$ cat src/hw/rtl/bb3_pkg.sv
// Shared types, constants and helper functions for the 3x3 RGB box blur.
package bb3_pkg;

   localparam int DEFAULT_MAX_WIDTH = 1024;
   localparam int DEFAULT_MAX_HEIGHT = 4096;
   localparam int RESET_DIM = 1024;
   localparam int TAP_COUNT = 9;
   localparam int TAP_LAST = TAP_COUNT - 1;

   localparam logic CSR_WIDTH = 1'b0;
   localparam logic CSR_HEIGHT = 1'b1;

   localparam logic signed [1:0] TAP_ROW_OFS [0:8] = '{
      -2'sd1, -2'sd1, -2'sd1, 2'sd0, 2'sd0, 2'sd0, 2'sd1, 2'sd1, 2'sd1};
   localparam logic signed [1:0] TAP_COL_OFS [0:8] = '{
      -2'sd1, 2'sd0, 2'sd1, -2'sd1, 2'sd0, 2'sd1, -2'sd1, 2'sd0, 2'sd1};

   typedef struct packed {
      logic       accept;
      logic       clear;
      logic       tap_read;
      logic       div_a;
      logic       div_b;
      logic       load;
      logic       last;
      logic [1:0] k;
      logic [3:0] tap;
   } cmd_type;

   typedef struct packed {
      logic [3:0] due;
      logic       out_free;
   } status_type;

   // Floor of 65536 / (2 * count) for a neighborhood count of 1 to 9.
   function automatic logic [15:0] recip(input logic [3:0] cnt);
      logic [15:0] r;
      case (cnt)
         4'd2:    r = 16'd16384;
         4'd3:    r = 16'd10922;
         4'd4:    r = 16'd8192;
         4'd5:    r = 16'd6553;
         4'd6:    r = 16'd5461;
         4'd7:    r = 16'd4681;
         4'd8:    r = 16'd4096;
         4'd9:    r = 16'd3640;
         default: r = 16'd32768;
      endcase
      return r;
   endfunction

   // Line slot of a row that lies ofs rows away from the row held in slot s.
   function automatic logic [1:0] slot_add(input logic [1:0] s, input logic signed [2:0] ofs);
      int v;
      v = int'(s) + int'(ofs) + 3;
      if (v >= 6) begin
         v = v - 6;
      end else if (v >= 3) begin
         v = v - 3;
      end
      return v[1:0];
   endfunction

endpackage

$ cat src/hw/rtl/bb3_ctrl.sv
// Sequencer that walks the due results of one request through taps, divide and output.
module bb3_ctrl (
   input  logic               clock,
   input  logic               reset,
   input  logic               req_valid,
   output logic               req_stall,
   input  bb3_pkg::status_type status,
   output bb3_pkg::cmd_type    cmd
);

   typedef enum logic [2:0] {
      ST_IDLE, ST_SELECT, ST_TAPS, ST_DRAIN, ST_DIVA, ST_DIVB, ST_EMIT
   } state_type;

   state_type  state_ff, state_in;
   logic [1:0] k_ff, k_in;
   logic [3:0] tap_ff, tap_in;
   logic       last;

   always_comb begin
      case (k_ff)
         2'd0:    last = ~|status.due[3:1];
         2'd1:    last = ~|status.due[3:2];
         2'd2:    last = ~status.due[3];
         default: last = 1'b1;
      endcase
   end

   always_comb begin
      state_in = state_ff;
      k_in = k_ff;
      tap_in = tap_ff;
      cmd = '0;
      cmd.k = k_ff;
      cmd.tap = tap_ff;
      cmd.last = last;
      unique case (state_ff)
         ST_IDLE: begin
            if (req_valid) begin
               cmd.accept = 1'b1;
               k_in = 2'd0;
               state_in = ST_SELECT;
            end
         end
         ST_SELECT: begin
            if (status.due[k_ff]) begin
               cmd.clear = 1'b1;
               tap_in = 4'd0;
               state_in = ST_TAPS;
            end else if (k_ff == 2'd3) begin
               state_in = ST_IDLE;
            end else begin
               k_in = k_ff + 2'd1;
            end
         end
         ST_TAPS: begin
            cmd.tap_read = 1'b1;
            if (tap_ff == 4'(bb3_pkg::TAP_LAST)) begin
               state_in = ST_DRAIN;
            end else begin
               tap_in = tap_ff + 4'd1;
            end
         end
         ST_DRAIN: begin
            state_in = ST_DIVA;
         end
         ST_DIVA: begin
            cmd.div_a = 1'b1;
            state_in = ST_DIVB;
         end
         ST_DIVB: begin
            cmd.div_b = 1'b1;
            state_in = ST_EMIT;
         end
         ST_EMIT: begin
            if (status.out_free) begin
               cmd.load = 1'b1;
               if (last) begin
                  state_in = ST_IDLE;
               end else begin
                  k_in = k_ff + 2'd1;
                  state_in = ST_SELECT;
               end
            end
         end
         default: state_in = ST_IDLE;
      endcase
   end

   always_ff @(posedge clock) begin
      if (reset) begin
         state_ff <= ST_IDLE;
         k_ff <= 2'd0;
         tap_ff <= 4'd0;
      end else begin
         state_ff <= state_in;
         k_ff <= k_in;
         tap_ff <= tap_in;
      end
   end

   assign req_stall = (state_ff != ST_IDLE);

   a_tap_range: assert property (@(posedge clock) disable iff (reset)
      tap_ff <= 4'(bb3_pkg::TAP_LAST))
      else $error("tap counter out of range");

   a_taps_due: assert property (@(posedge clock) disable iff (reset)
      state_ff == ST_TAPS |-> status.due[k_ff])
      else $error("reading taps for a result that is not due");

   a_load_free: assert property (@(posedge clock) disable iff (reset)
      cmd.load |-> status.out_free)
      else $error("output register overwritten");

endmodule

$ cat config.mk
export PLATFORM = sky130hd
export DESIGN_NAME = bb3_ctrl
export DESIGN_NICKNAME = d
export VERILOG_FILES = /design/src/hw/rtl/bb3_pkg.sv /design/src/hw/rtl/bb3_ctrl.sv
export SDC_FILE = /design/constraint.sdc
export NUM_CORES = 1
export LEC_CHECK = 0
export ABC_AREA = 1
export ABC_CLOCK_PERIOD_IN_PS = 1200
export BUFFER_PORTS_ARGS = -buffer_cell sky130_fd_sc_hd__buf_2
export CORE_MARGIN = 4
export CORE_UTILIZATION = 44
export DETAILED_ROUTE_END_ITERATION = 6
export PLACE_DENSITY = 0.76
export SLEW_MARGIN = 20
export SYNTH_ARGS = -nofsm -noshare
export SYNTH_HDL_FRONTEND = slang
export SYNTH_SLANG_ARGS = --single-unit
export TNS_END_PERCENT = 100
$ cat constraint.sdc
create_clock -name clock -period 1.2 [get_ports clock]
set_input_delay 0.12 -clock clock [delete_from_list [all_inputs] [get_ports clock]]
set_output_delay 0.12 -clock clock [all_outputs]
set_load 0.005 [all_outputs]
==> flow_metrics.py <==
metrics = {
    "worst_setup_path": {
        "crit_cells": 10,
        "r2r_end": "k_ff[0]",
        "worstPathArrival_ns": 1.59,
        "crit_top_cell": "nand2_2",
        "crit_family": "simple AND/OR/NAND/NOR gates",
        "critPathKind": "reg -> reg",
        "critPathLaunchType": "register",
        "r2r_cells": 10,
        "crit_start": "k_ff[0]",
        "cpPeakStageDelay_ns": 0.41,
        "worst_ep_required_time_ns": 1.37,
        "setup.worst_path.end": "k_ff[0]",
        "cp-end-kind": "register",
        "crit_buf_inv": 2,
        "r2r_start": "k_ff[0]",
        "path_cells": "inv_6, ha_4, a21oi_2, nand2_2, nand2_2, nand2_4, inv_2, nand3_1, nand2_1, nor2_1",
        "cpMaxStageDelayCell": "dfxtp_4",
        "critPathMaxFanout": 5,
        "r2r_setup_slack_ns": -0.22,
    },
    "worst_hold_path": {
        "hold_start": "reset",
        "min_path_type": "in -> reg",
    },
    "clock_network": {
        "ctsHoldBuffers": 0,
        "cts_buffers": 3,
        "clk_path_buf_depth": 2,
        "cts.reportedPaths.clkPinSlew_ns": 0.07,
        "clock-sinks": 9,
        "clk_latency_ns": 0.28,
        "cts_tree": "yes",
        "root_buffer": "clkbuf_4",
        "cts_htree_levels": 1,
    },
    "logic_synthesis": {
        "synth_xor_area_share_pct": 0,
        "avgSynthCellArea_um2": 5.836,
        "yosys.area.top_type": "dfxtp_1",
        "synth.net_count": 136,
        "ys_ff_latch": 9,
        "synthSimpleGateAreaFrac_pct": 41.65,
        "yosysUniqueCellTypes": 16,
        "synthTopCellsByArea": "dfxtp_1 25%, nand2_1 16%, inv_1 13%",
        "syn-cell-area_um2": 711.9,
        "yosys.area_share.adder_pct": 10.54,
        "synth_top_family_by_area": "simple AND/OR/NAND/NOR gates",
        "synthCells": 122,
        "ys_warn_count": 0,
        "synth_compound_area_share_pct": 8.787,
        "synthDominantCellAreaShare_pct": 25.31,
        "ys_seq_area_share_pct": 25.31,
        "synthMuxAreaShare_pct": 0,
    },
    "timing": {
        "slew_headroom_pct": 82.03,
        "setup_viol": 17,
        "timing.fmax_mhz": 704.0,
        "post-route-min-period_ns": 1.420,
        "hold_violations": 0,
        "worstMarginPinSlew_ns": 0.2693,
        "fin_ws_ns": -0.2204,
        "final-max-slew-violation-count": 0,
        "rsz0062_at_grt": "true",
        "finalCritPeriodShare_pct": 118.4,
        "fin_skew_ns": 0.01066,
    },
    "final_layout": {
        "final_cell_area_um2": 1291,
        "final_cell_mix": "24 x buf_4, 22 x nand2_1, 20 x buf_2",
        "drive_above_1_share_pct": 60.82,
        "area_growth_pct": 81.37,
        "instances_no_fill": 187,
        "nets": 186,
        "mostFrequentLayoutCell": "buf_4",
        "antenna_cells": 0,
    },
    "power": {
        "p_switching_mw": 1.636,
        "netSwitchingFraction_pct": 48.86,
        "power.internal_mw": 1.712,
        "cellLeakagePower_nw": 0.6822,
        "power.density_nw_per_um2": 2593,
        "p_seq_share_pct": 19.7,
        "combPwrFrac_pct": 72.8,
        "vdd_ir_drop_max_mv": 1.740,
        "p_clk_share_pct": 7.6,
    },
    "die": {
        "initial_core_util_pct": 46.72,
        "die_w_um": 48.23,
        "rows": 14,
        "core_um2": 1524,
        "die-area_um2": 2326,
        "io_pins": 22,
        "die_y_um": 48.23,
    },
    "detailed_routing": {
        "vias": 1025,
        "first_pass_iters": 5,
        "drtIter0Drc": 44,
        "wl_um": 2859,
        "drc": 0,
        "wire_per_inst_um": 15.29,
        "ant_nets": 0,
        "avgViaCountPerCell": 5.481,
    },
    "global_route": {
        "grt_usage_pct": 18.86,
        "grt.overflow.total": 0,
        "grt_max_degree": 9,
        "grt_pass1_wl_um": 3056,
        "grt_pass1_vias": 789,
        "antenna_found_initial": 0,
    },
    "placement": {
        "port_buffers": 21,
        "dp_hpwl_um": 1555,
        "gp_congestion": 0.7588,
        "dpl_cell_area_um2": 988.4,
        "dp.cells": 172,
    },
    "outcome": {
        "status": "complete, but fails checks",
        "violations": "setup timing",
    },
    "flow_run": {
        "maxCapViolCount": 0,
    },
}
## cells in the mapped netlist
cell	n
a211oi_1	1
a21oi_1	7
buf_4	1
dfxtp_1	9
ha_1	6
inv_1	24
nand2_1	31
nand2_2	1
nand3_1	11
nand3_2	1
nand3b_1	1
nor2_1	22
nor2_2	1
nor3_1	1
nor3b_1	1
o21ai_0	4
## cell type report
type | instances | area (um^2)
inverters | 24 | 100.1
fillers | 82 | 232.7
well taps | 16 | 20.02
multi-input cells | 88 | 640.6
clock buffers | 4 | 26.28
repair buffers | 46 | 302.8
flip-flops and latches | 9 | 201.4
## stage by stage
stage          TNS, ns  util [%]  power, mW  hold slack [ns]  setup slack [ns]
6_report        -2.048     84.73      3.348           0.2187           -0.2204
3_5_place_dp    -1.017     64.86      2.151           0.4707           -0.1844
5_1_grt         -3.051     84.73      3.611           0.2438           -0.3062
3_3_place_gp   -0.6809     64.86      2.092           0.4705           -0.1346
4_1_cts         -1.439     70.61      2.541           0.1908           -0.1269
2_1_floorplan  -0.2652         -      1.575           0.3288          -0.08611
## power by group through the flow
stage	sequential [mW]	clock, mW	combinational (mW)
6_report	0.659	0.253	2.44
3_5_place_dp	0.583	0	1.57
5_1_grt	0.677	0.262	2.67
4_1_cts	0.603	0.243	1.70
2_1_floorplan	0.593	0	0.983
3_3_place_gp	0.575	0	1.52
## timing repair
action,CTS,global route
endpoints found under the setup margin,16,16
pin swaps,7,16
buffers inserted,2,9
gates resized for setup,20,37
cloned,0,0
## registers in the layout (all words and copies together), names as in the netlist
name	cells
tap_ff	4
state_ff	3
k_ff	2
## worst min path at each step
stage	endpoint	slack, ns	cells after the start
floorplan	k_ff[0]	0.33	3
global placement	k_ff[1]	0.47	4
detailed placement	k_ff[0]	0.47	4
CTS	k_ff[0]	0.19	4
global route	k_ff[1]	0.24	4
finish	k_ff[1]	0.22	4
## tightest hold or removal path, delay by kind of cell
kind | cells | cell delay, ns
and+or+nand+nor | 2 | 0.14
buffers and inverters | 2 | 0.20
## logic make-up after synthesis
family,after synthesis
and+or+nand+nor,70
buffers and inverters,25
AOI/OAI and AO/OA,12
DFF,9
adders and majority gates,6
## per-layer routing
layer,wire length (um),global-route usage (%),vias up
met5,0,0,-
met4,81,4.301,0
met3,241,5.535,14
met2,1438,35.42,64
met1,1098,20.44,471
li1,-,-,476
No activity file was read; power rests on OpenSTA's default activity.
